--- config.mk ---
export PLATFORM = sky130hd
export DESIGN_NAME = four_lfsr_keystream_generator_flat
export DESIGN_NICKNAME = d
export VERILOG_FILES = /design/src/flkg_pkg.sv /design/src/flkg_if.sv /design/src/flkg_ctrl.sv /design/src/flkg_datapath.sv /design/src/four_lfsr_keystream_generator.sv /design/src/flat_wrapper.sv
export SDC_FILE = /design/constraint.sdc
export NUM_CORES = 1
export LEC_CHECK = 0
export BUFFER_PORTS_ARGS = -buffer_cell sky130_fd_sc_hd__buf_2
export CORE_MARGIN = 1
export CORE_UTILIZATION = 37
export DETAILED_ROUTE_END_ITERATION = 10
export PLACE_DENSITY_LB_ADDON = 0.12
export SETUP_SLACK_MARGIN = 0.15
export SYNTH_ARGS = -nofsm -noshare
export SYNTH_HDL_FRONTEND = slang
export SYNTH_SLANG_ARGS = --single-unit
--- constraint.sdc ---
create_clock -name clk_i -period 9 [get_ports clk_i]
set_input_delay 0.9 -clock clk_i [delete_from_list [all_inputs] [get_ports clk_i]]
set_output_delay 0.9 -clock clk_i [all_outputs]
set_load 0.005 [all_outputs]
--- src/flkg_pkg.sv ---
// Package with register lengths, tap positions, codes and step functions of the keystream generator.
`timescale 1ns / 1ps

package flkg_pkg;

  localparam int unsigned LEN1 = 19;
  localparam int unsigned LEN2 = 22;
  localparam int unsigned LEN3 = 23;
  localparam int unsigned LEN4 = 25;

  localparam int unsigned KEY_W   = 64;
  localparam int unsigned FRAME_W = 22;

  // Feedback taps of each register.
  localparam int unsigned T1_A = 18;
  localparam int unsigned T1_B = 17;
  localparam int unsigned T1_C = 16;
  localparam int unsigned T1_D = 13;
  localparam int unsigned T2_A = 21;
  localparam int unsigned T2_B = 20;
  localparam int unsigned T3_A = 22;
  localparam int unsigned T3_B = 21;
  localparam int unsigned T3_C = 20;
  localparam int unsigned T3_D = 7;
  localparam int unsigned T4_A = 24;
  localparam int unsigned T4_B = 17;
  localparam int unsigned T4_C = 7;
  localparam int unsigned T4_D = 3;

  // Bits that form the two-bit clocking decision.
  localparam int unsigned D0_1 = 8;
  localparam int unsigned D0_2 = 10;
  localparam int unsigned D0_3 = 10;
  localparam int unsigned D0_4 = 0;
  localparam int unsigned D1_1 = 5;
  localparam int unsigned D1_2 = 7;
  localparam int unsigned D1_3 = 15;
  localparam int unsigned D1_4 = 12;

  localparam logic MODE_START = 1'b0;
  localparam logic MODE_GEN   = 1'b1;

  // Decision codes: each names the register that stays put.
  localparam logic [1:0] DEC_HOLD_THIRD  = 2'd0;
  localparam logic [1:0] DEC_HOLD_FIRST  = 2'd1;
  localparam logic [1:0] DEC_HOLD_SECOND = 2'd2;
  localparam logic [1:0] DEC_HOLD_FOURTH = 2'd3;

  typedef enum logic [2:0] {
    OP_NONE,
    OP_LOAD,
    OP_KEY,
    OP_FRAME,
    OP_STEP
  } flkg_op_e;

  function automatic logic [LEN1-1:0] clk_first(logic [LEN1-1:0] r, logic mix);
    return {r[LEN1-2:0], r[T1_A] ^ r[T1_B] ^ r[T1_C] ^ r[T1_D] ^ mix};
  endfunction

  function automatic logic [LEN2-1:0] clk_second(logic [LEN2-1:0] r, logic mix);
    return {r[LEN2-2:0], r[T2_A] ^ r[T2_B] ^ mix};
  endfunction

  function automatic logic [LEN3-1:0] clk_third(logic [LEN3-1:0] r, logic mix);
    return {r[LEN3-2:0], r[T3_A] ^ r[T3_B] ^ r[T3_C] ^ r[T3_D] ^ mix};
  endfunction

  function automatic logic [LEN4-1:0] clk_fourth(logic [LEN4-1:0] r, logic mix);
    return {r[LEN4-2:0], r[T4_A] ^ r[T4_B] ^ r[T4_C] ^ r[T4_D] ^ mix};
  endfunction

endpackage

--- src/flkg_if.sv ---
// Channel interfaces of the keystream generator: item input, result output and key write.
`timescale 1ns / 1ps

interface flkg_in_if;
  logic        valid;
  logic        ready;
  logic        mode;
  logic [21:0] frame_number;

  modport source (output valid, output mode, output frame_number, input ready);
  modport sink (input valid, input mode, input frame_number, output ready);
endinterface

interface flkg_out_if;
  logic valid;
  logic ready;
  logic keystream_bit;
  logic first_msb;
  logic second_msb;
  logic third_msb;
  logic fourth_msb;

  modport source (output valid, output keystream_bit, output first_msb, output second_msb,
                  output third_msb, output fourth_msb, input ready);
  modport sink (input valid, input keystream_bit, input first_msb, input second_msb,
                input third_msb, input fourth_msb, output ready);
endinterface

interface flkg_cfg_if;
  logic        valid;
  logic        ready;
  logic [63:0] cipher_key;

  modport source (output valid, output cipher_key, input ready);
  modport sink (input valid, input cipher_key, output ready);
endinterface

--- src/flkg_ctrl.sv ---
// Controller of the keystream generator: sequences key, frame and warm-up phases, owns handshakes.
`timescale 1ns / 1ps

module flkg_ctrl
  import flkg_pkg::*;
#(
  parameter int unsigned WARMUP_STEPS = 100,
  parameter int unsigned KEY_BITS     = 64,
  parameter int unsigned FRAME_BITS   = 22
) (
  input  logic     clk_i,
  input  logic     rst_ni,
  input  logic     in_valid_i,
  input  logic     in_mode_i,
  output logic     in_ready_o,
  output logic     out_valid_o,
  input  logic     out_ready_i,
  output flkg_op_e op_o
);

  localparam int unsigned MAX_KF   = (KEY_BITS > FRAME_BITS) ? KEY_BITS : FRAME_BITS;
  localparam int unsigned MAX_STEP = (MAX_KF > WARMUP_STEPS) ? MAX_KF : WARMUP_STEPS;
  localparam int unsigned CNT_W    = $clog2(MAX_STEP + 1);

  localparam logic [CNT_W-1:0] KEY_LAST   = CNT_W'(KEY_BITS - 1);
  localparam logic [CNT_W-1:0] FRAME_LAST = CNT_W'(FRAME_BITS - 1);
  localparam logic [CNT_W-1:0] WARM_LAST  = CNT_W'(WARMUP_STEPS - 1);

  typedef enum logic [3:0] {
    ST_IDLE  = 4'b0001,
    ST_KEY   = 4'b0010,
    ST_FRAME = 4'b0100,
    ST_WARM  = 4'b1000
  } state_e;

  state_e           state_q, state_d;
  logic [CNT_W-1:0] cnt_q, cnt_d;
  logic             out_valid_q, out_valid_d;
  logic             in_acc;

  assign in_ready_o  = (state_q == ST_IDLE) && (!out_valid_q || out_ready_i);
  assign in_acc      = in_valid_i && in_ready_o;
  assign out_valid_o = out_valid_q;

  always_comb begin
    state_d     = state_q;
    cnt_d       = cnt_q;
    op_o        = OP_NONE;
    out_valid_d = out_valid_q && !out_ready_i;
    case (state_q)
      ST_IDLE: begin
        if (in_acc) begin
          if (in_mode_i == MODE_START) begin
            op_o    = OP_LOAD;
            state_d = ST_KEY;
            cnt_d   = '0;
          end else begin
            op_o        = OP_STEP;
            out_valid_d = 1'b1;
          end
        end
      end
      ST_KEY: begin
        op_o = OP_KEY;
        if (cnt_q == KEY_LAST) begin
          state_d = ST_FRAME;
          cnt_d   = '0;
        end else begin
          cnt_d = cnt_q + 1'b1;
        end
      end
      ST_FRAME: begin
        op_o = OP_FRAME;
        if (cnt_q == FRAME_LAST) begin
          state_d = (WARMUP_STEPS == 0) ? ST_IDLE : ST_WARM;
          cnt_d   = '0;
        end else begin
          cnt_d = cnt_q + 1'b1;
        end
      end
      ST_WARM: begin
        op_o = OP_STEP;
        if (cnt_q == WARM_LAST) begin
          state_d = ST_IDLE;
          cnt_d   = '0;
        end else begin
          cnt_d = cnt_q + 1'b1;
        end
      end
      default: begin
        state_d = ST_IDLE;
        cnt_d   = '0;
      end
    endcase
  end

  always_ff @(posedge clk_i or negedge rst_ni) begin
    if (!rst_ni) begin
      state_q     <= ST_IDLE;
      cnt_q       <= '0;
      out_valid_q <= 1'b0;
    end else begin
      state_q     <= state_d;
      cnt_q       <= cnt_d;
      out_valid_q <= out_valid_d;
    end
  end

endmodule

--- src/flkg_datapath.sv ---
// Datapath of the keystream generator: key register, the four shift registers and the combiner.
`timescale 1ns / 1ps

module flkg_datapath
  import flkg_pkg::*;
#(
  parameter int unsigned KEY_BITS   = 64,
  parameter int unsigned FRAME_BITS = 22
) (
  input  logic               clk_i,
  input  logic               rst_ni,
  input  flkg_op_e           op_i,
  input  logic               cfg_we_i,
  input  logic [KEY_W-1:0]   cfg_key_i,
  input  logic [FRAME_W-1:0] frame_number_i,
  output logic               keystream_bit_o,
  output logic               first_msb_o,
  output logic               second_msb_o,
  output logic               third_msb_o,
  output logic               fourth_msb_o
);

  logic [KEY_W-1:0]      cipher_key_q;
  logic [KEY_BITS-1:0]   key_sh_q, key_sh_d;
  logic [FRAME_BITS-1:0] frame_sh_q, frame_sh_d;
  logic [LEN1-1:0]       r1_q, r1_d;
  logic [LEN2-1:0]       r2_q, r2_d;
  logic [LEN3-1:0]       r3_q, r3_d;
  logic [LEN4-1:0]       r4_q, r4_d;
  logic [1:0]            dec;

  assign dec[0] = r1_q[D0_1] ^ r2_q[D0_2] ^ r3_q[D0_3] ^ r4_q[D0_4];
  assign dec[1] = r1_q[D1_1] ^ r2_q[D1_2] ^ r3_q[D1_3] ^ r4_q[D1_4];

  always_comb begin
    key_sh_d   = key_sh_q;
    frame_sh_d = frame_sh_q;
    r1_d       = r1_q;
    r2_d       = r2_q;
    r3_d       = r3_q;
    r4_d       = r4_q;
    case (op_i)
      OP_LOAD: begin
        key_sh_d   = KEY_BITS'(cipher_key_q);
        frame_sh_d = FRAME_BITS'(frame_number_i);
        r1_d       = '0;
        r2_d       = '0;
        r3_d       = '0;
        r4_d       = '0;
      end
      OP_KEY: begin
        key_sh_d = key_sh_q >> 1;
        r1_d     = clk_first(r1_q, key_sh_q[0]);
        r2_d     = clk_second(r2_q, key_sh_q[0]);
        r3_d     = clk_third(r3_q, key_sh_q[0]);
        r4_d     = clk_fourth(r4_q, key_sh_q[0]);
      end
      OP_FRAME: begin
        frame_sh_d = frame_sh_q >> 1;
        r1_d       = clk_first(r1_q, frame_sh_q[0]);
        r2_d       = clk_second(r2_q, frame_sh_q[0]);
        r3_d       = clk_third(r3_q, frame_sh_q[0]);
        r4_d       = clk_fourth(r4_q, frame_sh_q[0]);
      end
      OP_STEP: begin
        // The decision picks the one register that holds; the other three advance.
        if (dec != DEC_HOLD_FIRST) begin
          r1_d = clk_first(r1_q, 1'b0);
        end
        if (dec != DEC_HOLD_SECOND) begin
          r2_d = clk_second(r2_q, 1'b0);
        end
        if (dec != DEC_HOLD_THIRD) begin
          r3_d = clk_third(r3_q, 1'b0);
        end
        if (dec != DEC_HOLD_FOURTH) begin
          r4_d = clk_fourth(r4_q, 1'b0);
        end
      end
      default: begin
      end
    endcase
  end

  always_ff @(posedge clk_i or negedge rst_ni) begin
    if (!rst_ni) begin
      cipher_key_q <= '0;
      r1_q         <= '0;
      r2_q         <= '0;
      r3_q         <= '0;
      r4_q         <= '0;
    end else begin
      if (cfg_we_i) begin
        cipher_key_q <= cfg_key_i;
      end
      r1_q <= r1_d;
      r2_q <= r2_d;
      r3_q <= r3_d;
      r4_q <= r4_d;
    end
  end

  always_ff @(posedge clk_i) begin
    key_sh_q   <= key_sh_d;
    frame_sh_q <= frame_sh_d;
  end

  // The registers hold still while a result beat is pending, so the top bits are the result.
  assign first_msb_o     = r1_q[LEN1-1];
  assign second_msb_o    = r2_q[LEN2-1];
  assign third_msb_o     = r3_q[LEN3-1];
  assign fourth_msb_o    = r4_q[LEN4-1];
  assign keystream_bit_o = first_msb_o ^ second_msb_o ^ (third_msb_o & fourth_msb_o);

endmodule

--- src/four_lfsr_keystream_generator.sv ---
// Top level of the four-register keystream generator.
//
// Channels: in_ch takes items (mode, frame_number), out_ch delivers one result beat per
// generate item, cfg_ch writes the 64-bit cipher key and is always ready.
// A generate item (mode 1) is stepped in the cycle it is accepted and its result beat is
// valid in the next cycle; generate items are taken one per cycle as long as the
// receiver keeps taking results.
// A start item (mode 0) clears the registers and then shifts in KEY_BITS key bits and
// FRAME_BITS frame bits and runs WARMUP_STEPS warm-up steps, one register clock per cycle;
// the input is not ready until this start sequence has finished.
// The controller sequences these phases, one shift of the registers per cycle.
// When the receiver stalls, the pending result stays on out_ch and the next item waits.
// Reset clears the key and all four registers; a generate item right after reset
// therefore yields all-zero results until a start item has run.
// The key may only be written while no start sequence is running.
`timescale 1ns / 1ps

module four_lfsr_keystream_generator
  import flkg_pkg::*;
#(
  parameter int unsigned WARMUP_STEPS = 100,
  parameter int unsigned KEY_BITS     = 64,
  parameter int unsigned FRAME_BITS   = 22
) (
  input  logic        clk_i,
  input  logic        rst_ni,
  flkg_in_if.sink     in_ch,
  flkg_out_if.source  out_ch,
  flkg_cfg_if.sink    cfg_ch
);

  flkg_op_e op;

  assign cfg_ch.ready = 1'b1;

  flkg_ctrl #(
    .WARMUP_STEPS (WARMUP_STEPS),
    .KEY_BITS     (KEY_BITS),
    .FRAME_BITS   (FRAME_BITS)
  ) u_ctrl (
    .clk_i       (clk_i),
    .rst_ni      (rst_ni),
    .in_valid_i  (in_ch.valid),
    .in_mode_i   (in_ch.mode),
    .in_ready_o  (in_ch.ready),
    .out_valid_o (out_ch.valid),
    .out_ready_i (out_ch.ready),
    .op_o        (op)
  );

  flkg_datapath #(
    .KEY_BITS   (KEY_BITS),
    .FRAME_BITS (FRAME_BITS)
  ) u_datapath (
    .clk_i           (clk_i),
    .rst_ni          (rst_ni),
    .op_i            (op),
    .cfg_we_i        (cfg_ch.valid),
    .cfg_key_i       (cfg_ch.cipher_key),
    .frame_number_i  (in_ch.frame_number),
    .keystream_bit_o (out_ch.keystream_bit),
    .first_msb_o     (out_ch.first_msb),
    .second_msb_o    (out_ch.second_msb),
    .third_msb_o     (out_ch.third_msb),
    .fourth_msb_o    (out_ch.fourth_msb)
  );

endmodule

--- src/flat_wrapper.sv ---
// flat-port wrapper written by rule: the top's interface ports become plain ports
module four_lfsr_keystream_generator_flat import flkg_pkg::*;
#(
  parameter int unsigned WARMUP_STEPS = 100,
  parameter int unsigned KEY_BITS     = 64,
  parameter int unsigned FRAME_BITS   = 22
)
  (clk_i, rst_ni, in_ch_valid, in_ch_mode, in_ch_frame_number, in_ch_ready, out_ch_valid, out_ch_keystream_bit, out_ch_first_msb, out_ch_second_msb, out_ch_third_msb, out_ch_fourth_msb, out_ch_ready, cfg_ch_valid, cfg_ch_cipher_key, cfg_ch_ready);
  flkg_in_if in_ch_i ();
  flkg_out_if out_ch_i ();
  flkg_cfg_if cfg_ch_i ();
  input  logic clk_i;
  input  logic rst_ni;
  input wire logic [$bits(in_ch_i.valid)-1:0] in_ch_valid;
  input wire logic [$bits(in_ch_i.mode)-1:0] in_ch_mode;
  input wire logic [$bits(in_ch_i.frame_number)-1:0] in_ch_frame_number;
  output wire logic [$bits(in_ch_i.ready)-1:0] in_ch_ready;
  output wire logic [$bits(out_ch_i.valid)-1:0] out_ch_valid;
  output wire logic [$bits(out_ch_i.keystream_bit)-1:0] out_ch_keystream_bit;
  output wire logic [$bits(out_ch_i.first_msb)-1:0] out_ch_first_msb;
  output wire logic [$bits(out_ch_i.second_msb)-1:0] out_ch_second_msb;
  output wire logic [$bits(out_ch_i.third_msb)-1:0] out_ch_third_msb;
  output wire logic [$bits(out_ch_i.fourth_msb)-1:0] out_ch_fourth_msb;
  input wire logic [$bits(out_ch_i.ready)-1:0] out_ch_ready;
  input wire logic [$bits(cfg_ch_i.valid)-1:0] cfg_ch_valid;
  input wire logic [$bits(cfg_ch_i.cipher_key)-1:0] cfg_ch_cipher_key;
  output wire logic [$bits(cfg_ch_i.ready)-1:0] cfg_ch_ready;
  assign in_ch_i.valid = in_ch_valid;
  assign in_ch_i.mode = in_ch_mode;
  assign in_ch_i.frame_number = in_ch_frame_number;
  assign in_ch_ready = in_ch_i.ready;
  assign out_ch_valid = out_ch_i.valid;
  assign out_ch_keystream_bit = out_ch_i.keystream_bit;
  assign out_ch_first_msb = out_ch_i.first_msb;
  assign out_ch_second_msb = out_ch_i.second_msb;
  assign out_ch_third_msb = out_ch_i.third_msb;
  assign out_ch_fourth_msb = out_ch_i.fourth_msb;
  assign out_ch_i.ready = out_ch_ready;
  assign cfg_ch_i.valid = cfg_ch_valid;
  assign cfg_ch_i.cipher_key = cfg_ch_cipher_key;
  assign cfg_ch_ready = cfg_ch_i.ready;
  four_lfsr_keystream_generator #(.WARMUP_STEPS(WARMUP_STEPS), .KEY_BITS(KEY_BITS), .FRAME_BITS(FRAME_BITS)) u_core (.clk_i(clk_i), .rst_ni(rst_ni), .in_ch(in_ch_i), .out_ch(out_ch_i), .cfg_ch(cfg_ch_i));
endmodule
# After elaboration in Yosys (flattened, before gate mapping)
# Index checks and enable logic that the tools add are counted.
# op_classes
n_eq_ne	23
n_mux	28
addsub	1
n_reduce_logical	16
bitwise_logic	27
# op_table
operator	count
64-bit one-hot mux with 2 select lines	1
25-bit one-hot mux with 4 select lines	1
23-bit one-hot mux with 4 select lines	1
22-bit one-hot mux with 4 select lines	1
19-bit one-hot mux with 4 select lines	1
22-bit one-hot mux with 2 select lines	1
7-bit two-way mux	5
7-bit one-hot mux with 4 select lines	1
1-bit XOR	26
25-bit two-way mux	1
23-bit two-way mux	1
22-bit two-way mux	1
2-bit inequality test (second input constant)	11
4-bit two-way mux	5
19-bit two-way mux	1
4-bit one-hot mux with 4 select lines	1
3-bit one-hot mux with 4 select lines	1
2-bit AND reduction	5
7-bit by 1-bit adder with 7-bit output (second input constant)	1
7-bit by 5-bit equality test with 1-bit output (second input constant)	1
7-bit by 6-bit equality test with 1-bit output (second input constant)	1
7-bit equality test (second input constant)	1
3-bit by 2-bit equality test with 1-bit output (second input constant)	2
3-bit two-way mux	2
other kinds (15)	22
# totals
word_cells	105
out_inout_bits	8
ff_bits	251
inputBits	92

# Logic depth before layout (Yosys ltp)
# Gate-level depths: netlist of run 1.
# depth
ltp_word	9
mapped_depth	9
mapped_depth_nobuf	7

# Cells and area by module
# Synthesis of run 1 repeated with hierarchy kept, for this count alone.
# unflattened
cells_unflattened	661
area_unflattened_um2	10273.6
# modules_own_cells
mod	instances	area_each_um2	cells_per_inst
flkg_datapath	1	9486.6	575
flkg_ctrl	1	775.7	84
four_lfsr_keystream_generator	1	11.3	2

# Worst setup path before layout of run 1
# Ideal clock, no wire load.
# synth_timing
path_type	register to register
start	reg u_core.u_ctrl.state_q[0]
end	reg u_core.u_datapath.key_sh_q[0] (enable)
required_ps	8577
path_buffers	0
synth_period_minus_slack_ps	3239
path_slack_ps	5761
arrival_ps	2816
setup_ps	423
path_stages_with_launch	4
path_cell_list	dfstp_2 -> or4b_4 -> or3_1 -> nand2_1
# synth_between
elab_chain_cells	7
word_cells_on_any_way	11
# synth_lines
element	line_no	rtl
start, declared	flkg_ctrl.sv:36	state_e state_q, state_d;
start signal, assigned	flkg_ctrl.sv:103	state_q <= state_d;
4-bit by 1-bit equality test with 1-bit output	flkg_ctrl.sv:41, flkg_ctrl.sv:50	
1-bit logical AND	flkg_ctrl.sv:41	assign in_ready_o = (state_q == ST_IDLE) && (!out_valid_q || out_ready_i);
1-bit logical AND	flkg_ctrl.sv:42	assign in_acc = in_valid_i && in_ready_o;
3-bit two-way mux	flkg_ctrl.sv:52	if (in_acc) begin
3-bit one-hot mux with 4 select lines (*)	flkg_ctrl.sv:50	case (state_q)
3-bit by 2-bit equality test with 1-bit output / 3-bit by 1-bit equality test with 1-bit output (equally long branches)	flkg_datapath.sv:42	case (op_i)
2-bit nonzero test (no line) (*)	n/a	
end signal, assigned	flkg_datapath.sv:104	key_sh_q <= key_sh_d;
end, declared	flkg_datapath.sv:24	logic [KEY_BITS-1:0] key_sh_q, key_sh_d;
# Every way passes the cells marked *; elsewhere a longest branch is shown, timed or not.
# A chain may end at the register's enable or synchronous reset.

# Worst setup path after layout of run 1
# layout_timing
start	reg u_core.u_ctrl.state_q[3]
end	reg u_core.u_datapath.r4_q[0]
# layout_between
elab_chain_cells	8
word_cells_on_any_way	16
# layout_lines
element	line_no	rtl
4-bit by 1-bit equality test with 1-bit output	flkg_ctrl.sv:41, flkg_ctrl.sv:50	
1-bit logical AND	flkg_ctrl.sv:41	
1-bit logical AND	flkg_ctrl.sv:42	
3-bit two-way mux	flkg_ctrl.sv:52	
3-bit one-hot mux with 4 select lines (*)	flkg_ctrl.sv:50	
3-bit equality test, or another cell as far along	flkg_datapath.sv:42	
2-bit inequality test (no line) / 4-bit nonzero test (equally long branches)	n/a	
2-bit AND reduction (no line)	n/a	
end signal, assigned	flkg_datapath.sv:99	r4_q <= r4_d;
end, declared	flkg_datapath.sv:29	logic [LEN4-1:0] r4_q, r4_d;
# Marked as above.

==> flow_summary.toml, run 1 <==
[min_path]
hp-class = "reg -> reg"
holdPathStages = 1

[cts]
clock-root-buffer = "clkbuf_16"
insertion_delay_ns = 0.55
path_clk_slew_ns = 0.06
ctsResizeCount = 0
cts_setup_buffers = 0
cts_tree = "yes"
clock_sinks = 251
h-tree-depth = 1
cts_buffer_depth = 3
postCtsHoldBufs = 0
numCtsBuffers = 28

[outcome]
status = "finished, final reports clean"

[sta]
max_slew_margin_pct = 31.8
period_share_pct = 35.5
tns_ns = 0
grt_setup_unrepaired = "false"
finalSetupViolations = 0
post-route-min-period_ns = 3.19
maxSlewViolCount = 0
hold_viol = 0
worst_pin_slew_ns = 1.02
finClkSkew_ns = 0.0223
fmax_mhz = 313

[yosys]
yosysUniqueCellTypes = 41
yosysSeqAreaShare_pct = 65.8
ys.flop_type = "dfrtp_1"
ys_seq_elements = 251
synthTopCellsByArea = "dfrtp_1, edfxtp_1, nand2_1"
post-synth-top-area-cell = "dfrtp_1"
yosys_warnings = 0
avgSynthCellArea_um2 = 12.3
synthCells = 827
netlist.area_leader.share_pct = 40.2
synth.most_common_cell = "nand2_1"
synth-edff-count = 86
syn_nets = 921
netlist_area_um2 = 10200
async_reset_ff_share_pct = 65.7
synth_common_cells = "nand2_1, dfrtp_1, a22o_1"

[routing]
final_antenna_net_count = 0
first_iter_violations = 462
drcViolationCount = 0
firstDrtPassIters = 4
viasPerCell = 4.89
wl_per_cell_um = 14.6
wl_um = 18700
vias = 6262

[worst_setup_path]
startpoint_type = "flip-flop"
slowest_stage = "or4b_1"
crit_family = "simple AND/OR/NAND/NOR gates"
cp_num_buf_inv = 0
startpoint = "u_core.u_ctrl.state_q[3]"
r2r_cells = 4
crit_path_max_incr_delay_ns = 0.96
path_max_fanout = 26
crit_path_end = "u_core.u_datapath.r4_q[0]"
r2r-end = "u_core.u_datapath.r4_q[0]"
required_ns = 9.41
critPathArrivalTime_ns = 3.60
timing.rr.start = "u_core.u_ctrl.state_q[3]"
regToRegSetupSlack_ns = 5.81
endpoint_kind = "flip-flop"
worstSetupPathType = "reg -> reg"
crit_chain = "or4b_1 -> o311ai_1 -> nand2_1 -> mux2_2"
cp.depth = 4

[pwr]
power_density_nw_per_um2 = 291
power_frac_clock_pct = 32.7
p_comb_share_pct = 22.3
leakage_nw = 5.41
power_frac_seq_pct = 45.0
p_int_w = 0.00239
ir_drop_v = 0.000189
swShare_pct = 31.2
switchingPower_w = 0.00108

[global_routing]
grt_max_degree = 109
grt_remaining_overflow = 0
grt_antenna_before_repair = 1
first_global_vias = 6376
grt_first_pass_wirelength_um = 32100
grtUsageTotal_pct = 13.8

[cells_and_area]
fin_util_pct = 44.1
fin_cells = 1280
area_delta_synth_final_pct = 16.6
drive_gt1_share_pct = 23.7
final_nets = 1010

[floorplanning]
die_h_um = 168
core_area_um2 = 27000
rows = 60
initial_core_util_pct = 37.8
ios = 100
fp.dieArea_um2 = 28300
dieWidth_um = 168

[place]
post-dp-hpwl_um = 10800
place.gp.congestion = 0.701
place_inst = 1227
io_buffers = 98

[run]
drv_cap = 0
[layer usage]
metal	vias up	part of all wire [%]	GRT usage (%)
met1	3056	52	20.5
met5	-	0	0
met4	0	2.4	3.72
li1	3062	-	-
met2	112	42	20.7
met3	32	4.0	2.56
[cells by family after synthesis]
group | count (synthesis) | synth area share, %
and+or+nand+nor | 311 | 12.5
DFF | 251 | 65.8
AOI/OAI and AO/OA | 122 | 9.68
muxes | 68 | 7.50
buffers and inverters | 51 | 2.52
xor gates and xnor gates | 21 | 1.80
adders and majority gates | 2 | 0.245
other | 1 | 0.0367
[metrics by stage]
step	power [W]	worst slack (ns)	area [µm²]	hold slack, ns
global placement	0.00237	5.69	11000	0.469
global route	0.00369	5.55	11900	0.507
finish	0.00347	5.81	11900	0.491
floorplan	0.00218	5.76	10200	0.460
detailed placement	0.00237	5.66	11000	0.477
CTS	0.00354	5.74	11900	0.476
[sequential cells by signal (all words and copies together) (netlist names)]
| signal | count |
|---|---|
| u_core.u_ctrl.state_q | 4 |
| u_core.u_datapath.cipher_key_q | 64 |
| u_core.u_ctrl.out_valid_o | 1 |
| u_core.u_datapath.key_sh_q | 64 |
| u_core.u_datapath.r3_q | 23 |
| u_core.u_datapath.r4_q | 25 |
| u_core.u_ctrl.cnt_q | 7 |
| u_core.u_datapath.r2_q | 22 |
| u_core.u_datapath.r1_q | 19 |
| u_core.u_datapath.frame_sh_q | 22 |
[cell usage in the layout, fill, tap and decap left out, types with 4 or more instances in the layout]
master | synthesis | routed
nor2b_1 | 9 | 9
xor2_1 | 9 | 9
o22ai_1 | 4 | 4
xnor2_1 | 12 | 12
clkbuf_1 | 28 | 12
nand3_1 | 8 | 8
nor2_1 | 8 | 8
nand2b_1 | 4 | 4
nand2_1 | 268 | 266
buf_4 | 1 | 10
a22o_1 | 87 | 87
dfrtp_1 | 164 | 164
mux2_2 | 68 | 68
a31oi_1 | 4 | 4
o21ai_0 | 9 | 9
a21oi_1 | 8 | 8
edfxtp_1 | 86 | 86
clkbuf_16 | 0 | 28
buf_2 | 14 | 97
[worst min-delay path by stage]
| stage | startpoint | endpoint | slack (ns) |
|---|---|---|---|
| after floorplan | u_core.u_datapath.r3_q[0] | u_core.u_datapath.r3_q[1] | 0.46 |
| after global placement | u_core.u_datapath.r1_q[0] | u_core.u_datapath.r1_q[1] | 0.47 |
| after detailed placement | u_core.u_datapath.r1_q[0] | u_core.u_datapath.r1_q[1] | 0.48 |
| after CTS | u_core.u_datapath.r2_q[8] | u_core.u_datapath.r2_q[9] | 0.48 |
| after global routing | u_core.u_datapath.r1_q[1] | u_core.u_datapath.r1_q[2] | 0.51 |
| final | u_core.u_datapath.r1_q[0] | u_core.u_datapath.r1_q[1] | 0.49 |
[power groups by stage]
stage / sequential [W] / combinational (W) / clock, W
after floorplan: 0.00155 / 0.000628 / 0
after global placement: 0.00158 / 0.000789 / 0
after detailed placement: 0.00158 / 0.000792 / 0
after CTS: 0.00156 / 0.000792 / 0.00118
after global routing: 0.00159 / 0.000880 / 0.00122
final: 0.00156 / 0.000773 / 0.00114
[cell type report]
type	count	area [µm²]
inverters	2	7.51
flip-flops and latches	251	6710
fillers	2565	15100
diodes	1	2.50
clock buffers	43	787
repair buffers	108	572
clock inverters	9	143
well taps	341	427
multi-input cells	525	3260
Note: power is estimated with default switching activity, not from simulation.
==> run 2, diff against run 1 <==
- clock period: 9 -> 2.6 ns (I/O delays scaled with it)
==> flow_summary.toml, run 2 (same netlist as run 1, synthesis figures left out) <==
[cells_and_area]
ff_latch_area_um2 = 6710
fin_util_pct = 47.8
multi_input_area_um2 = 3260
antenna_cells = 0
final_common_cell = "nand2_1"
fill_cells = 2456
area_delta_synth_final_pct = 26.6
fin_cells = 1380
drive_gt1_share_pct = 24.0
final_cell_mix = "nand2_1, dfrtp_1, buf_2"
final_nets = 1112
top_regs = "u_core.u_datapath.cipher_key_q: 64 flops, u_core.u_datapath.key_sh_q: 64 flops, u_core.u_datapath.r4_q: 25 flops"

[worst_setup_path]
startpoint_type = "flip-flop"
endpoint_kind = "flip-flop"
required_ns = 3.02
critPathArrivalTime_ns = 2.70
path_max_fanout = 22
worstSetupPathType = "reg -> reg"

[floorplanning]
dieWidth_um = 168
rows = 60
fp.dieArea_um2 = 28300
die_h_um = 168
initial_core_util_pct = 37.8
core_area_um2 = 27000
ios = 100

[sta]
finClkSkew_ns = 0.0205
worst_pin_slew_ns = 0.740
finalSetupViolations = 0
max_slew_margin_pct = 50.2
tns_ns = 0
fmax_mhz = 438
post-route-min-period_ns = 2.28
maxSlewViolCount = 0
hold_viol = 0
period_share_pct = 87.8
grt_setup_unrepaired = "false"

[min_path]
hp-class = "in -> reg"

[routing]
first_iter_violations = 355
wl_per_cell_um = 14.6
viasPerCell = 4.82
wl_um = 20100
vias = 6657
firstDrtPassIters = 4
final_antenna_net_count = 0
drcViolationCount = 0

[global_routing]
grt_max_degree = 65
grt_remaining_overflow = 0
grt_antenna_before_repair = 0
grt_first_pass_wirelength_um = 34500
first_global_vias = 6817
grtUsageTotal_pct = 14.9

[run]
drv_cap = 0

[cts]
h-tree-depth = 1
insertion_delay_ns = 0.55
cts_buffer_depth = 3
clock-root-buffer = "clkbuf_16"
clock_sinks = 251
cts_tree = "yes"
path_clk_slew_ns = 0.06
ctsResizeCount = 0
numCtsBuffers = 28

[place]
place.gp.congestion = 0.706
place_inst = 1247
io_buffers = 98
post-dp-hpwl_um = 11800

[pwr]
ir_drop_v = 0.000495
power_density_nw_per_um2 = 954
leakage_nw = 5.88

[outcome]
status = "finished, final reports clean"
==> run 2: changes by cell type in the layout (fill, tap and decap cells not counted), sizes merged <==
cell,change
buf,+22
diode,-1
bufinv,-3
dlygate4sd3,+80
clkbuf,+2
==> run 2: area by class of cell <==
type | count | area share (%)
clock buffer | 45 | 6.61
inverter | 2 | 0.0581
multi-input combinational | 525 | 25.2
clock inverter | 6 | 0.319
sequential | 251 | 51.9
tap | 341 | 3.30
timing repair buffer | 210 | 12.6
==> run 2: worst paths after layout <==
kind,slack (ns),startpoint,depth (start not counted),to
max in group asynchronous,1.68,rst_ni,3,u_core.u_datapath.r1_q[10]
max reg2reg,0.32,u_core.u_ctrl.state_q[1],8,u_core.u_datapath.r3_q[21]
min,0.01,in_ch_frame_number[17],3,u_core.u_datapath.frame_sh_q[17]
max,0.32,u_core.u_ctrl.state_q[1],8,u_core.u_datapath.r3_q[21]
min reg2reg,0.49,u_core.u_datapath.r2_q[3],1,u_core.u_datapath.r2_q[4]
min in group asynchronous,0.24,rst_ni,2,u_core.u_datapath.r4_q[15]
==> run 2: report_power, final <==
group	total (W)	switching, W	internal, W
logic	0.00318	0.00202	0.00116
registers	0.00536	0.000279	0.00508
clock network	0.00380	0.00156	0.00224
total	0.0123	0.00386	0.00847
==> run 2: per-layer routing <==
metal	wire length (µm)	track usage [%]	up-vias	share of wire, %
li1	-	-	3277	-
met1	10400	22.3	3227	52
met2	8580	22.4	121	43
met3	724	2.66	32	3.6
met4	402	3.56	0	2.0
met5	0	0	-	0
==> run 2: what timing repair did <==
action,CTS,global route
hold endpoints to repair,117,0
setup buffers,0,2
hold buffers,80,0
setup endpoints to repair,0,86
==> run 2: critical path, stage by stage (launching register included) <==
cell	delay, ns
dfrtp_1	0.43
buf_4	0.18
or4b_1	0.58
o31ai_4	0.09
buf_4	0.19
nand3_1	0.10
nor2b_1	0.16
buf_4	0.22
a22o_1	0.19
==> run 2: per-stage QoR <==
stage | cell area (µm²) | hold WS, ns | total power (W) | setup WS, ns
6_report | 12900 | 0.0130 | 0.0123 | 0.316
5_1_grt | 12900 | 0.0131 | 0.0131 | 0.153
4_1_cts | 12900 | 0.00120 | 0.0125 | 0.187
3_5_place_dp | 11200 | 0.229 | 0.00857 | 0.205
3_3_place_gp | 11200 | 0.226 | 0.00854 | 0.255
2_1_floorplan | 10200 | -0.0356 | 0.00754 | 0.219
